<file path="config.mk">
export PLATFORM = sky130hd
export DESIGN_NAME = word_splitter_number_recognizer
export DESIGN_NICKNAME = d
export VERILOG_FILES = /design/src/rtl/wsnr_pkg.sv /design/src/rtl/wsnr_front.sv /design/src/rtl/wsnr_queue.sv /design/src/rtl/wsnr_back.sv /design/src/rtl/word_splitter_number_recognizer.sv
export SDC_FILE = /design/constraint.sdc
export NUM_CORES = 2
export LEC_CHECK = 0
export ABC_AREA = 0
export ABC_CLOCK_PERIOD_IN_PS = 9600
export CAP_MARGIN = 30
export CORE_UTILIZATION = 35
export DETAILED_ROUTE_END_ITERATION = 16
export DONT_BUFFER_PORTS = 1
export PLACE_DENSITY = 0.55
export SLEW_MARGIN = 40
export SYNTH_ARGS = -nofsm -noshare
export SYNTH_HDL_FRONTEND = slang
export SYNTH_HIERARCHICAL = 1
export SYNTH_SLANG_ARGS = --single-unit
</file>
<file path="constraint.sdc">
create_clock -name i_clk -period 9.6 [get_ports i_clk]
set_input_delay 1.92 -clock i_clk [delete_from_list [all_inputs] [get_ports i_clk]]
set_output_delay 1.92 -clock i_clk [all_outputs]
set_load 0.1 [all_outputs]
</file>
<file path="src/rtl/wsnr_pkg.sv">
// shared types, constants and character classification for the word splitter
package wsnr_pkg;

    localparam int DEF_MAX_WORD_LENGTH = 255;
    localparam int DEF_VALUE_BITS      = 64;

    localparam int QUEUE_DEPTH = 4;
    localparam int QUEUE_PTR_W = $clog2(QUEUE_DEPTH);
    localparam int QUEUE_CNT_W = $clog2(QUEUE_DEPTH + 1);

    localparam int CHAR_W   = 8;
    localparam int RADIX_W  = 6;
    localparam int LEN_W    = 8;
    localparam int INDEX_W  = 12;
    localparam int OUT_VALUE_W = 64;
    localparam int OUT_TDATA_W = 88;
    localparam int OUT_TUSER_W = 2;

    localparam int APB_ADDR_W = 3;
    localparam int APB_DATA_W = 32;
    localparam logic [0:0] REG_NUMBER_BASE = 1'b0;
    localparam logic [RADIX_W-1:0] BASE_RESET = 6'd10;

    localparam logic [RADIX_W-1:0] NO_DIGIT = 6'd36;
    localparam logic [RADIX_W-1:0] RADIX_OCT = 6'd8;
    localparam logic [RADIX_W-1:0] RADIX_DEC = 6'd10;
    localparam logic [RADIX_W-1:0] RADIX_HEX = 6'd16;
    localparam logic [RADIX_W-1:0] RADIX_MAX = 6'd36;
    localparam logic [RADIX_W-1:0] RADIX_AUTO = 6'd0;
    localparam logic [RADIX_W-1:0] RADIX_ONE  = 6'd1;

    localparam logic [CHAR_W-1:0] CH_SPACE = 8'h20;
    localparam logic [CHAR_W-1:0] CH_TAB   = 8'h09;
    localparam logic [CHAR_W-1:0] CH_LF    = 8'h0A;
    localparam logic [CHAR_W-1:0] CH_CR    = 8'h0D;
    localparam logic [CHAR_W-1:0] CH_QUOTE = 8'h22;
    localparam logic [CHAR_W-1:0] CH_PLUS  = 8'h2B;
    localparam logic [CHAR_W-1:0] CH_MINUS = 8'h2D;
    localparam logic [CHAR_W-1:0] CH_DOT   = 8'h2E;
    localparam logic [CHAR_W-1:0] CH_ZERO  = 8'h30;
    localparam logic [CHAR_W-1:0] CH_NINE  = 8'h39;
    localparam logic [CHAR_W-1:0] CH_UP_A  = 8'h41;
    localparam logic [CHAR_W-1:0] CH_UP_X  = 8'h58;
    localparam logic [CHAR_W-1:0] CH_UP_Z  = 8'h5A;
    localparam logic [CHAR_W-1:0] CH_LO_A  = 8'h61;
    localparam logic [CHAR_W-1:0] CH_LO_X  = 8'h78;
    localparam logic [CHAR_W-1:0] CH_LO_Z  = 8'h7A;

    typedef struct packed {
        logic [RADIX_W-1:0] digit;
        logic               blank;
        logic               sign;
        logic               minus;
        logic               zero;
        logic               x;
        logic               dot;
    } t_char_class;

    typedef struct packed {
        logic               start;
        logic               feed;
        logic               emit;
        logic               emit_valid;
        logic               emit_end;
        t_char_class        cls;
        logic [RADIX_W-1:0] radix;
        logic [INDEX_W-1:0] index;
    } t_cmd;

    function automatic t_char_class classify(input logic [CHAR_W-1:0] c);
        t_char_class r;
        r.digit = NO_DIGIT;
        if (c >= CH_ZERO && c <= CH_NINE) begin
            r.digit = RADIX_W'(c - CH_ZERO);
        end else if (c >= CH_LO_A && c <= CH_LO_Z) begin
            r.digit = RADIX_W'(c - CH_LO_A) + RADIX_DEC;
        end else if (c >= CH_UP_A && c <= CH_UP_Z) begin
            r.digit = RADIX_W'(c - CH_UP_A) + RADIX_DEC;
        end
        r.blank = (c == CH_SPACE) || (c >= CH_TAB && c <= CH_CR);
        r.sign  = (c == CH_PLUS) || (c == CH_MINUS);
        r.minus = (c == CH_MINUS);
        r.zero  = (c == CH_ZERO);
        r.x     = (c == CH_LO_X) || (c == CH_UP_X);
        r.dot   = (c == CH_DOT);
        return r;
    endfunction

endpackage

</file>
<file path="src/rtl/wsnr_front.sv">
// front end: quote and word tracking, character classification, command issue
module wsnr_front (
    input  logic                         i_clk,
    input  logic                         i_rst_n,
    input  logic                         i_valid,
    input  logic [wsnr_pkg::CHAR_W-1:0]  i_char,
    input  logic                         i_last,
    input  logic [wsnr_pkg::RADIX_W-1:0] i_base,
    input  logic                         i_q_ready,
    output logic                         o_ready,
    output logic                         o_push,
    output wsnr_pkg::t_cmd               o_cmd
);
    import wsnr_pkg::*;

    logic               r_quotes;
    logic               r_in_word;
    logic [INDEX_W-1:0] r_count;
    logic               n_quotes;
    logic               n_in_word;
    logic [INDEX_W-1:0] n_count;

    logic accept;
    logic delim;
    logic quotes_now;
    logic start;
    logic feed;
    logic emit;
    logic emit_valid;
    logic word_after;

    assign accept = i_valid && i_q_ready;
    assign o_ready = i_q_ready;
    assign delim = (i_char == CH_SPACE) || (i_char == CH_TAB) ||
                   (i_char == CH_LF) || (i_char == CH_CR);
    assign quotes_now = r_quotes ^ (i_char == CH_QUOTE);

    always_comb begin
        start      = 1'b0;
        feed       = 1'b0;
        emit       = 1'b0;
        emit_valid = 1'b0;
        word_after = r_in_word;
        if (quotes_now) begin
            feed = r_in_word;
        end else if (r_in_word) begin
            if (delim) begin
                emit       = 1'b1;
                emit_valid = 1'b1;
                word_after = 1'b0;
            end else begin
                feed = 1'b1;
            end
        end else if (!delim) begin
            start      = 1'b1;
            feed       = 1'b1;
            word_after = 1'b1;
        end
        // end of text always yields a result, closing any open word
        if (i_last && !emit) begin
            emit       = 1'b1;
            emit_valid = word_after;
        end
    end

    always_comb begin
        o_cmd.start      = start;
        o_cmd.feed       = feed;
        o_cmd.emit       = emit;
        o_cmd.emit_valid = emit_valid;
        o_cmd.emit_end   = i_last;
        o_cmd.cls        = classify(i_char);
        o_cmd.radix      = i_base;
        o_cmd.index      = emit_valid ? r_count : '0;
    end

    assign o_push = accept && (feed || emit);

    always_comb begin
        n_quotes  = r_quotes;
        n_in_word = r_in_word;
        n_count   = r_count;
        if (accept) begin
            if (i_last) begin
                n_quotes  = 1'b0;
                n_in_word = 1'b0;
                n_count   = '0;
            end else begin
                n_quotes  = quotes_now;
                n_in_word = word_after;
                n_count   = emit_valid ? r_count + 1'b1 : r_count;
            end
        end
    end

    always_ff @(posedge i_clk) begin
        if (!i_rst_n) begin
            r_quotes  <= 1'b0;
            r_in_word <= 1'b0;
            r_count   <= '0;
        end else begin
            r_quotes  <= n_quotes;
            r_in_word <= n_in_word;
            r_count   <= n_count;
        end
    end

endmodule

</file>
<file path="src/rtl/wsnr_queue.sv">
// short command queue between front and back
module wsnr_queue (
    input  logic           i_clk,
    input  logic           i_rst_n,
    input  logic           i_push,
    input  wsnr_pkg::t_cmd i_cmd,
    output logic           o_not_full,
    output logic           o_valid,
    input  logic           i_pop,
    output wsnr_pkg::t_cmd o_cmd
);
    import wsnr_pkg::*;

    t_cmd                   r_mem [QUEUE_DEPTH];
    logic [QUEUE_PTR_W-1:0] r_wr_ptr;
    logic [QUEUE_PTR_W-1:0] r_rd_ptr;
    logic [QUEUE_CNT_W-1:0] r_count;
    logic [QUEUE_PTR_W-1:0] n_wr_ptr;
    logic [QUEUE_PTR_W-1:0] n_rd_ptr;
    logic [QUEUE_CNT_W-1:0] n_count;

    logic do_push;
    logic do_pop;

    assign o_not_full = (r_count != QUEUE_CNT_W'(QUEUE_DEPTH));
    assign o_valid    = (r_count != '0);
    assign do_push    = i_push && o_not_full;
    assign do_pop     = i_pop && o_valid;
    assign o_cmd      = r_mem[r_rd_ptr];

    always_comb begin
        n_wr_ptr = do_push ? r_wr_ptr + 1'b1 : r_wr_ptr;
        n_rd_ptr = do_pop ? r_rd_ptr + 1'b1 : r_rd_ptr;
        n_count  = r_count;
        if (do_push && !do_pop) begin
            n_count = r_count + 1'b1;
        end else if (do_pop && !do_push) begin
            n_count = r_count - 1'b1;
        end
    end

    always_ff @(posedge i_clk) begin
        if (do_push) begin
            r_mem[r_wr_ptr] <= i_cmd;
        end
    end

    always_ff @(posedge i_clk) begin
        if (!i_rst_n) begin
            r_wr_ptr <= '0;
            r_rd_ptr <= '0;
            r_count  <= '0;
        end else begin
            r_wr_ptr <= n_wr_ptr;
            r_rd_ptr <= n_rd_ptr;
            r_count  <= n_count;
        end
    end

endmodule

</file>
<file path="src/rtl/wsnr_back.sv">
// back end: number parse with saturating multiply-add, result staging and output register
module wsnr_back #(
    parameter int MAX_WORD_LENGTH = wsnr_pkg::DEF_MAX_WORD_LENGTH,
    parameter int VALUE_BITS      = wsnr_pkg::DEF_VALUE_BITS
) (
    input  logic                             i_clk,
    input  logic                             i_rst_n,
    input  logic                             i_valid,
    input  wsnr_pkg::t_cmd                   i_cmd,
    output logic                             o_pop,
    output logic                             o_valid,
    input  logic                             i_ready,
    output logic                             o_word_valid,
    output logic                             o_is_number,
    output logic [wsnr_pkg::OUT_VALUE_W-1:0] o_number_value,
    output logic [wsnr_pkg::LEN_W-1:0]       o_word_length,
    output logic [wsnr_pkg::INDEX_W-1:0]     o_word_index,
    output logic                             o_end_of_text
);
    import wsnr_pkg::*;

    localparam int LW = $clog2(MAX_WORD_LENGTH + 1);
    localparam int PW = VALUE_BITS + RADIX_W;

    localparam logic [2:0] PH_LEAD   = 3'd0;
    localparam logic [2:0] PH_SIGNED = 3'd1;
    localparam logic [2:0] PH_ZERO   = 3'd2;
    localparam logic [2:0] PH_XPREF  = 3'd3;
    localparam logic [2:0] PH_DIGITS = 3'd4;
    localparam logic [2:0] PH_FAIL   = 3'd5;

    // parse state
    logic [VALUE_BITS-1:0] r_acc;
    logic [2:0]            r_phase;
    logic                  r_neg;
    logic [RADIX_W-1:0]    r_rad;
    logic                  r_ovf;
    logic                  r_dot;
    logic [LW-1:0]         r_len;
    logic [VALUE_BITS-1:0] n_acc;
    logic [2:0]            n_phase;
    logic                  n_neg;
    logic [RADIX_W-1:0]    n_rad;
    logic                  n_ovf;
    logic                  n_dot;
    logic [LW-1:0]         n_len;

    // state after an optional word start
    logic [VALUE_BITS-1:0] b_acc;
    logic [2:0]            b_phase;
    logic                  b_neg;
    logic [RADIX_W-1:0]    b_rad;
    logic                  b_ovf;
    logic                  b_dot;
    logic [LW-1:0]         b_len;

    // staged result
    logic                  r_snap_valid;
    logic                  r_snap_word;
    logic                  r_snap_num;
    logic                  r_snap_neg;
    logic [VALUE_BITS-1:0] r_snap_acc;
    logic [LEN_W-1:0]      r_snap_len;
    logic [INDEX_W-1:0]    r_snap_index;
    logic                  r_snap_end;

    // output register
    logic                   r_out_valid;
    logic                   r_out_word;
    logic                   r_out_num;
    logic [OUT_VALUE_W-1:0] r_out_value;
    logic [LEN_W-1:0]       r_out_len;
    logic [INDEX_W-1:0]     r_out_index;
    logic                   r_out_end;

    logic out_free;
    logic snap_free;
    logic fire;
    logic snap_move;

    logic [RADIX_W-1:0] mul_rad;
    logic [PW-1:0]      product;
    logic [PW-1:0]      half;
    logic [PW-1:0]      limit;
    logic [VALUE_BITS-1:0] acc_step;
    logic                  ovf_step;
    logic [RADIX_W-1:0]    first_rad;
    logic                  first_bad;
    logic                  first_zero;
    logic signed [VALUE_BITS-1:0] signed_val;
    logic [RADIX_W-1:0]    d;

    assign out_free  = !r_out_valid || i_ready;
    assign snap_free = !r_snap_valid || out_free;
    assign fire      = i_valid && (!i_cmd.emit || snap_free);
    assign snap_move = r_snap_valid && out_free;
    assign o_pop     = fire;
    assign d         = i_cmd.cls.digit;

    always_comb begin
        b_acc   = r_acc;
        b_phase = r_phase;
        b_neg   = r_neg;
        b_rad   = r_rad;
        b_ovf   = r_ovf;
        b_dot   = r_dot;
        b_len   = r_len;
        if (i_cmd.start) begin
            b_acc   = '0;
            b_phase = PH_LEAD;
            b_neg   = 1'b0;
            b_rad   = i_cmd.radix;
            b_ovf   = 1'b0;
            b_dot   = 1'b0;
            b_len   = '0;
        end
    end

    // acc * radix + digit, overflow when above the signed limit
    always_comb begin
        mul_rad  = (b_phase == PH_XPREF) ? RADIX_HEX : b_rad;
        product  = PW'(b_acc) * PW'(mul_rad) + PW'(d);
        half     = PW'(1) << (VALUE_BITS - 1);
        limit    = b_neg ? half : half - 1'b1;
        acc_step = b_acc;
        ovf_step = b_ovf;
        if (!b_ovf) begin
            if (product > limit) begin
                ovf_step = 1'b1;
                acc_step = limit[VALUE_BITS-1:0];
            end else begin
                acc_step = product[VALUE_BITS-1:0];
            end
        end
    end

    // first digit after leading blanks and sign
    always_comb begin
        first_bad  = (b_rad == RADIX_ONE) || (b_rad > RADIX_MAX);
        first_zero = ((b_rad == RADIX_AUTO) || (b_rad == RADIX_HEX)) && i_cmd.cls.zero;
        first_rad  = (b_rad == RADIX_AUTO) ? RADIX_DEC : b_rad;
        if (first_zero) begin
            first_rad = (b_rad == RADIX_AUTO) ? RADIX_OCT : RADIX_HEX;
        end
    end

    always_comb begin
        n_acc   = b_acc;
        n_phase = b_phase;
        n_neg   = b_neg;
        n_rad   = b_rad;
        n_ovf   = b_ovf;
        n_dot   = b_dot;
        n_len   = b_len;
        if (i_cmd.feed) begin
            if (b_len < LW'(MAX_WORD_LENGTH)) begin
                n_len = b_len + 1'b1;
            end
            unique case (b_phase)
                PH_LEAD, PH_SIGNED: begin
                    if (b_phase == PH_LEAD && i_cmd.cls.blank) begin
                        n_phase = PH_LEAD;
                    end else if (b_phase == PH_LEAD && i_cmd.cls.sign) begin
                        n_neg   = i_cmd.cls.minus;
                        n_phase = PH_SIGNED;
                    end else if (first_bad) begin
                        n_phase = PH_FAIL;
                    end else if (first_zero) begin
                        n_rad   = first_rad;
                        n_acc   = '0;
                        n_phase = PH_ZERO;
                    end else begin
                        n_rad = first_rad;
                        if (d < first_rad) begin
                            n_acc   = VALUE_BITS'(d);
                            n_phase = PH_DIGITS;
                        end else begin
                            n_phase = PH_FAIL;
                        end
                    end
                end
                PH_ZERO: begin
                    if (i_cmd.cls.x) begin
                        n_phase = PH_XPREF;
                    end else if (i_cmd.cls.dot) begin
                        n_dot   = 1'b1;
                        n_phase = PH_DIGITS;
                    end else if (d < b_rad) begin
                        n_acc   = acc_step;
                        n_ovf   = ovf_step;
                        n_phase = PH_DIGITS;
                    end else begin
                        n_phase = PH_FAIL;
                    end
                end
                PH_XPREF: begin
                    n_rad = RADIX_HEX;
                    if (d < RADIX_HEX) begin
                        n_acc   = acc_step;
                        n_ovf   = ovf_step;
                        n_phase = PH_DIGITS;
                    end else begin
                        n_phase = PH_FAIL;
                    end
                end
                PH_DIGITS: begin
                    if (b_dot) begin
                        n_phase = PH_FAIL;
                    end else if (i_cmd.cls.dot) begin
                        n_dot = 1'b1;
                    end else if (d < b_rad) begin
                        n_acc = acc_step;
                        n_ovf = ovf_step;
                    end else begin
                        n_phase = PH_FAIL;
                    end
                end
                default: begin
                    n_phase = PH_FAIL;
                end
            endcase
        end
    end

    always_ff @(posedge i_clk) begin
        if (!i_rst_n) begin
            r_phase <= PH_LEAD;
            r_acc   <= '0;
            r_neg   <= 1'b0;
            r_rad   <= '0;
            r_ovf   <= 1'b0;
            r_dot   <= 1'b0;
            r_len   <= '0;
        end else if (fire) begin
            r_phase <= n_phase;
            r_acc   <= n_acc;
            r_neg   <= n_neg;
            r_rad   <= n_rad;
            r_ovf   <= n_ovf;
            r_dot   <= n_dot;
            r_len   <= n_len;
        end
    end

    always_ff @(posedge i_clk) begin
        if (!i_rst_n) begin
            r_snap_valid <= 1'b0;
        end else if (fire && i_cmd.emit) begin
            r_snap_valid <= 1'b1;
        end else if (snap_move) begin
            r_snap_valid <= 1'b0;
        end
    end

    always_ff @(posedge i_clk) begin
        if (fire && i_cmd.emit) begin
            r_snap_word  <= i_cmd.emit_valid;
            r_snap_num   <= i_cmd.emit_valid &&
                            ((n_phase == PH_ZERO) || (n_phase == PH_DIGITS));
            r_snap_neg   <= n_neg;
            r_snap_acc   <= n_acc;
            r_snap_len   <= i_cmd.emit_valid ? LEN_W'(n_len) : '0;
            r_snap_index <= i_cmd.index;
            r_snap_end   <= i_cmd.emit_end;
        end
    end

    assign signed_val = r_snap_neg ? -signed'(r_snap_acc) : signed'(r_snap_acc);

    always_ff @(posedge i_clk) begin
        if (!i_rst_n) begin
            r_out_valid <= 1'b0;
        end else if (snap_move) begin
            r_out_valid <= 1'b1;
        end else if (i_ready) begin
            r_out_valid <= 1'b0;
        end
    end

    always_ff @(posedge i_clk) begin
        if (snap_move) begin
            r_out_word  <= r_snap_word;
            r_out_num   <= r_snap_num;
            r_out_value <= r_snap_num ? OUT_VALUE_W'(signed_val) : '0;
            r_out_len   <= r_snap_len;
            r_out_index <= r_snap_index;
            r_out_end   <= r_snap_end;
        end
    end

    assign o_valid        = r_out_valid;
    assign o_word_valid   = r_out_word;
    assign o_is_number    = r_out_num;
    assign o_number_value = r_out_value;
    assign o_word_length  = r_out_len;
    assign o_word_index   = r_out_index;
    assign o_end_of_text  = r_out_end;

endmodule

</file>
<file path="src/rtl/word_splitter_number_recognizer.sv">
// Word splitter with number recognition. Text bytes enter on the slave stream,
// one transaction per byte, s_tlast on the final byte. Words are split at space,
// tab, CR and LF; a double quote toggles a quoted mode in which bytes stay in the
// current word. Each finished word gives one result transaction with its length,
// ordinal and, if it parses by strtoll rules in the number_base register, its
// value (saturated). The final byte always gives a result. One byte is taken per
// clock cycle while the command queue is not full; a result passes through the
// queue, a staging register and an output register. The rate is set by the
// combinational saturating multiply-add in the back end, fed from a four-entry queue
// so front and back stall independently. number_base is sampled when a word starts.
module word_splitter_number_recognizer #(
    parameter int MAX_WORD_LENGTH = wsnr_pkg::DEF_MAX_WORD_LENGTH,
    parameter int VALUE_BITS      = wsnr_pkg::DEF_VALUE_BITS
) (
    input  logic                             i_clk,
    input  logic                             i_rst_n,
    input  logic                             s_tvalid,
    output logic                             s_tready,
    input  logic [wsnr_pkg::CHAR_W-1:0]      s_tdata,  // [7:0] character
    input  logic                             s_tlast,
    output logic                             m_tvalid,
    input  logic                             m_tready,
    // [63:0] number_value, [71:64] word_length, [83:72] word_index, [87:84] zero
    output logic [wsnr_pkg::OUT_TDATA_W-1:0] m_tdata,
    output logic [wsnr_pkg::OUT_TUSER_W-1:0] m_tuser,  // [0] word_valid, [1] is_number
    output logic                             m_tlast,
    input  logic                             psel,
    input  logic                             penable,
    input  logic                             pwrite,
    input  logic [wsnr_pkg::APB_ADDR_W-1:0]  paddr,
    input  logic [wsnr_pkg::APB_DATA_W-1:0]  pwdata,
    output logic [wsnr_pkg::APB_DATA_W-1:0]  prdata,
    output logic                             pready
);
    import wsnr_pkg::*;

    logic [RADIX_W-1:0] r_number_base;
    logic               reg_hit;
    logic               cfg_write;

    t_cmd front_cmd;
    t_cmd queue_cmd;
    logic front_push;
    logic queue_not_full;
    logic queue_valid;
    logic back_pop;

    logic                   word_valid;
    logic                   is_number;
    logic [OUT_VALUE_W-1:0] number_value;
    logic [LEN_W-1:0]       word_length;
    logic [INDEX_W-1:0]     word_index;

    assign pready    = 1'b1;
    assign reg_hit   = (paddr[APB_ADDR_W-1:2] == REG_NUMBER_BASE);
    assign cfg_write = psel && penable && pwrite && pready && reg_hit;
    assign prdata    = reg_hit ? APB_DATA_W'(r_number_base) : '0;

    always_ff @(posedge i_clk) begin
        if (!i_rst_n) begin
            r_number_base <= BASE_RESET;
        end else if (cfg_write) begin
            r_number_base <= pwdata[RADIX_W-1:0];
        end
    end

    wsnr_front u_front (
        .i_clk     (i_clk),
        .i_rst_n   (i_rst_n),
        .i_valid   (s_tvalid),
        .i_char    (s_tdata),
        .i_last    (s_tlast),
        .i_base    (r_number_base),
        .i_q_ready (queue_not_full),
        .o_ready   (s_tready),
        .o_push    (front_push),
        .o_cmd     (front_cmd)
    );

    wsnr_queue u_queue (
        .i_clk      (i_clk),
        .i_rst_n    (i_rst_n),
        .i_push     (front_push),
        .i_cmd      (front_cmd),
        .o_not_full (queue_not_full),
        .o_valid    (queue_valid),
        .i_pop      (back_pop),
        .o_cmd      (queue_cmd)
    );

    wsnr_back #(
        .MAX_WORD_LENGTH (MAX_WORD_LENGTH),
        .VALUE_BITS      (VALUE_BITS)
    ) u_back (
        .i_clk          (i_clk),
        .i_rst_n        (i_rst_n),
        .i_valid        (queue_valid),
        .i_cmd          (queue_cmd),
        .o_pop          (back_pop),
        .o_valid        (m_tvalid),
        .i_ready        (m_tready),
        .o_word_valid   (word_valid),
        .o_is_number    (is_number),
        .o_number_value (number_value),
        .o_word_length  (word_length),
        .o_word_index   (word_index),
        .o_end_of_text  (m_tlast)
    );

    assign m_tdata = {4'b0000, word_index, word_length, number_value};
    assign m_tuser = {is_number, word_valid};

endmodule
</file>
# Word-level counts from Yosys, hierarchy flattened
# Memories as Yosys holds them, arrays and structs flattened. A register that Yosys moved wholly into a read port is not among the register bits.
# Cells that the tools add are included.
[word_totals] out_inout_bits=126 memories=1 inputBits=51 elab_cells=224 ram_bits=140 register_bits=288
[op_classes] order_cmp=14 reduce_logical=49 n_addsub=13 muxes=95 mul=1 n_bitwise=2 eq_ne=20
[mem_list] memory="u_queue.r_mem" words=4 width=35 read_ports=1 rd_ports_with_merged_regs=1 wr=1 line_no="wsnr_queue.sv:14" rtl="t_cmd r_mem [QUEUE_DEPTH];"
[op_table] cell="64-bit 2-to-1 mux" count=16
[op_table] cell="64-bit one-hot mux with 4 select lines" count=1
[op_table] cell="6-bit 2-to-1 mux" count=12
[op_table] cell="70-bit by 6-bit adder with 70-bit output" count=1
[op_table] cell="70-bit greater-than comparator" count=1
[op_table] cell="64-bit by 6-bit multiplier with 70-bit output" count=1
[op_table] cell="64-bit negation" count=1
[op_table] cell="8-bit by 6-bit == test with 1-bit output, second input constant" count=6
[op_table] cell="1-bit 2-to-1 mux" count=40
[op_table] cell="3-bit 2-to-1 mux" count=13
[op_table] cell="12-bit 2-to-1 mux" count=3
[op_table] cell="8-bit by 4-bit == test with 1-bit output, second input constant" count=3
[op_table] cell="8-bit 2-to-1 mux" count=3
[op_table] cell="1-bit logical AND" count=21
[op_table] cell="8-bit by 7-bit == test with 1-bit output, second input constant" count=2
[op_table] cell="8-bit by 7-bit greater-or-equal comparator with 1-bit output, second input constant" count=2
[op_table] cell="8-bit by 7-bit less-or-equal comparator with 1-bit output, second input constant" count=2
[op_table] cell="1-bit logical OR" count=13
[op_table] cell="12-bit by 1-bit adder with 12-bit output, second input constant" count=1
[op_table] cell="6-bit by 4-bit adder with 6-bit output, second input constant" count=2
[op_table] cell="6-bit less-than comparator" count=2
[op_table] cell="3-bit one-hot mux with 4 select lines" count=1
[op_table] cell="6-bit one-hot mux with 2 select lines" count=1
[op_table] cell="6-bit subtractor, second input constant" count=2
[op_table] cell="other kinds (31)" count=44

# Logic depth before layout (Yosys ltp)
[logic_depth] word_depth=17 depth_mapped=41

# By module
# Netlist, hierarchy kept.
[by_module_without_submodules] module="wsnr_back" cells_each=2960 seq_area_each_um2=6976.7 area_per_inst_um2=27224.9 instances=1
[by_module_without_submodules] module="wsnr_queue" cells_each=231 seq_area_each_um2=4384.2 area_per_inst_um2=5597.9 instances=1
[by_module_without_submodules] module="wsnr_front" cells_each=220 seq_area_each_um2=280.3 area_per_inst_um2=1652.8 instances=1
[by_module_without_submodules] module="word_splitter_number_recognizer" cells_each=68 seq_area_each_um2=120.1 area_per_inst_um2=568.0 instances=1

# Least setup slack after synthesis
# Ideal clock, no wire load.
[synth_timing] path_kind="register to register" startpoint="reg with a tool-made name" endpoint="reg u_back.r_snap_acc[38], data pin" slack_ns=0.277 path_stages_with_launch=40 arrival_time_ns=9.057 t_required_ns=9.334 period_less_slack_ns=9.323 cell_sequence="dfxtp_1 buf_6 mux4_1 buf_2 nand2b_1 nor2_1 or2_2 clkbuf_1 clkbuf_1 nor2_1 fa_1 inv_1 fa_1 inv_1 fa_1 inv_1 fa_1 inv_1 (+4 left out) a31oi_1 o311ai_0 a21boi_0 or3_1 and2_1 ha_1 a211oi_1 o21ai_0 nor2_1 o21ai_0 a311oi_1 o21ai_0 a32oi_1 o2111a_1 buf_2 buf_4 nor3_1 or3_1"
[synth_lines] item="end signal, assigned" line_no="wsnr_back.sv:261" rtl="r_snap_acc <= n_acc;"
[synth_lines] item="end, declared" line_no="wsnr_back.sv:62" rtl="logic [VALUE_BITS-1:0] r_snap_acc;"

==> metrics.cfg <==
[critical_path]
critical_path.top_delay_family=compound AO/OA/AOI/OAI gates
critical_path_required_ns=10.00
crit_slowest_cell=mux4_4
crit_buf_inv=8
worstPathMaxFanout=44
cp_common_cell=buf_4
critical_path_class=reg -> reg
critPathArrivalTime_ns=9.61
worstSetupStartpointType=flop
cpPeakStageDelay_ns=0.70
setup.worst_path.end_class=flop

[floorplan]
die-area_um2=101000
fp-row-count=115
ioPinCount=177
die_w_um=318
die_h_um=318
start_util_pct=35.5
coreArea_um2=98900

[drt]
drc=0
wl_per_cell_um=18.9
vias_per_cell=5.28
wirelength_mm=94.0
vias=26275
first_pass_iters=7
ant_nets=0
drt_iter0_drc=1831

[clocking]
worstSkewPairLatency_ns=0.64
postCtsHoldBufs=0
cts_tree=built
cts_buffer_depth=3
cts_root_buffer=clkbuf_16
cts_buffers=49
cts_max_level=2
clk_pin_slew_ns=0.07
cts_sinks=430

[global_routing]
grt_max_degree=126
grt_pass1_vias=26404
grt_pass1_wl_mm=150
grt_overflow=0
grt_antenna_before_repair=2
grtUsageTotal_pct=18.6

[sta]
slew_headroom_pct=39.7
worst_slew_pin_slew_ns=0.907
fmax_ghz=0.109
rsz0062_at_grt=false
hold_viol=0
fin_crit_sh_pct=95.9
slew_violations=0
clock_skew_ns=0.0649
period_needed_ns=9.20
final-setup-viol-count=0

[place]
place_area_um2=38900
portBuffers=0
numPlacedInstances=4879
hpwl_mm=70.9
routabilityCongestion=0.911

[pwr]
p_int_mw=6.25
seq_power_share_pct=28.1
netSwitchingPower_mw=5.35
cellPowerDensity_nw_per_um2=283
p_leak_nw=17.5
comb_power_share_pct=55.1
clockPowerShare_pct=16.9
netSwitchingFraction_pct=46.1
ir_drop_v=0.000183

[synthesis]
ys_ff_latch=430
synth-edff-count=315
avgSynthCellArea_um2=10.1
ys_async_sr_fraction_pct=0
synth_top_area_share_pct=27.0
synthCells=3479
ys_seq_area_share_pct=33.6
syn-cell-area_um2=35000
yosysTopAreaCell=edfxtp_1
synth_warnings=6
synth_cell_types=100
synth_area_leaders=edfxtp_1, fa_1, ha_1, dfxtp_1, nor2_1
synth-main-ff-cell=edfxtp_1

[run]
max_cap_viol_count=0

[finish]
finalNonFillerCells=4980
area_growth_pct=16.9
layout.nets=4191
multiInputGateArea_um2=21700
register_area_um2=11800
stdcell_area_um2=41000
drive_above_1_share_pct=17.4
nFillCells=9517

[min_path]
hold_class=reg -> reg

[run_status]
run_status=finished clean

## logic make-up after synthesis
family,after synthesis,share of synthesized area [%]
muxes,57,2.94
AOI/OAI and AO/OA,672,14.0
and+or+nand+nor,1239,17.5
other,2,0.0214
xor gates and xnor gates,131,3.27
DFF,430,33.6
adders and majority gates,489,22.9
buffers and inverters,459,5.78
## power groups by stage
stage / Clock, mW / Sequential (mW) / Combinational, mW
6_report: 1.96 / 3.26 / 6.39
5_1_grt: 2.09 / 3.31 / 7.04
4_1_cts: 2.02 / 3.26 / 6.31
3_5_place_dp: 0 / 3.29 / 6.24
3_3_place_gp: 0 / 3.44 / 5.88
2_1_floorplan: 0 / 3.37 / 3.87
## worst reg2reg max path: cells and delay by family, from the launching register on
kind,cells,cell delay [ns]
AOI/OAI and AO/OA,15,3.09
adders and majority gates,6,2.43
buffers and inverters,8,1.33
and+or+nand+nor,6,1.05
muxes,1,0.70
DFF,1,0.34
## per-layer routing
layer	GRT usage (%)	wire [um]
met5	0	13
met4	4.98	2270
met3	3.53	5390
met2	29.8	43100
met1	25.6	43300
## placed cells by master (no fill, tap or decap), types with 31 or more instances in the layout
master,n
a21oi_1,121
xnor2_1,97
nand3_1,45
xor2_1,33
fa_1,253
nand2_1,319
a21o_1,38
ha_1,229
and2_1,83
edfxtp_1,315
buf_4,266
dfxtp_1,113
nand2b_1,122
o21ai_0,128
nor3_1,34
o31ai_1,33
nor2_1,340
nor2b_1,89
inv_1,228
nand4_1,44
clkbuf_16,52
conb_1,31
o221a_2,59
## layout make-up
cell class,instances,area share (%)
Inverter,229,2.10
Antenna cell,1,0.00611
Sequential cell,430,28.7
Multi-Input combinational cell,2619,53.1
Clock buffer,62,3.36
Timing Repair Buffer,322,8.03
Tap cell,1287,3.93
Clock inverter,30,0.788
## sequential cells by signal, summed over array words and instances (netlist names), 12 cells and up, named ones only
register,flops
u_queue/r_mem,140
u_back/o_number_value,64
u_back/r_acc,64
u_back/r_snap_acc,64
u_back/o_word_index,12
u_back/r_snap_index,12
u_front/r_count,12
## Yosys cell counts (14+ instances only)
library cell / number
mux4_2: 30
fa_1: 253
nor2_1: 347
a211oi_1: 19
dfxtp_1: 115
xnor2_1: 98
nor2b_1: 92
buf_4: 48
a21oi_1: 125
inv_1: 228
nor3_1: 37
xor2_1: 33
o21bai_1: 14
and3_1: 25
a31o_2: 21
ha_1: 236
a21o_1: 39
mux2i_1: 20
nor4_1: 14
o221a_2: 59
clkbuf_1: 139
o21ai_0: 133
and2_1: 88
nand2_1: 321
a31oi_1: 21
a21boi_0: 15
o31ai_1: 35
o21a_1: 26
or3_1: 23
edfxtp_1: 315
a32o_1: 28
nand3_1: 45
and4_1: 14
buf_2: 33
nand2b_1: 128
nand4_1: 44
## worst paths after layout
kind,slack [ns],start,to,cells past startpoint
max,0.40,flop,u_back/r_snap_acc[60],36
min,0.40,u_back/r_snap_len[6],u_back/o_word_length[6],0
max reg2reg,0.40,flop,u_back/r_snap_acc[60],36
min reg2reg,0.40,u_back/r_snap_len[6],u_back/o_word_length[6],0
## stage by stage
| stage | setup TNS (ns) | power (mW) | setup slack, ns | utilization [%] | hold WS (ns) |
|---|---|---|---|---|---|
| 6_report | 0 | 11.6 | 0.395 | 41.4 | 0.405 |
| 5_1_grt | 0 | 12.4 | 0.00714 | 41.4 | 0.424 |
| 4_1_cts | 0 | 11.6 | 0.0169 | 41.1 | 0.403 |
| 3_5_place_dp | -0.512 | 9.53 | -0.104 | 39.3 | 0.405 |
| 3_3_place_gp | -0.175 | 9.32 | -0.0676 | 38.4 | 0.403 |
| 2_1_floorplan | 0 | 7.24 | 0.277 | - | 0.400 |
## repair_timing
action,in CTS,in global routing
setup endpoints to repair,69,129
gates resized for setup,13,57
setup buffers,1,6
pin swaps,2,11
(Power assumes the default switching activity.)
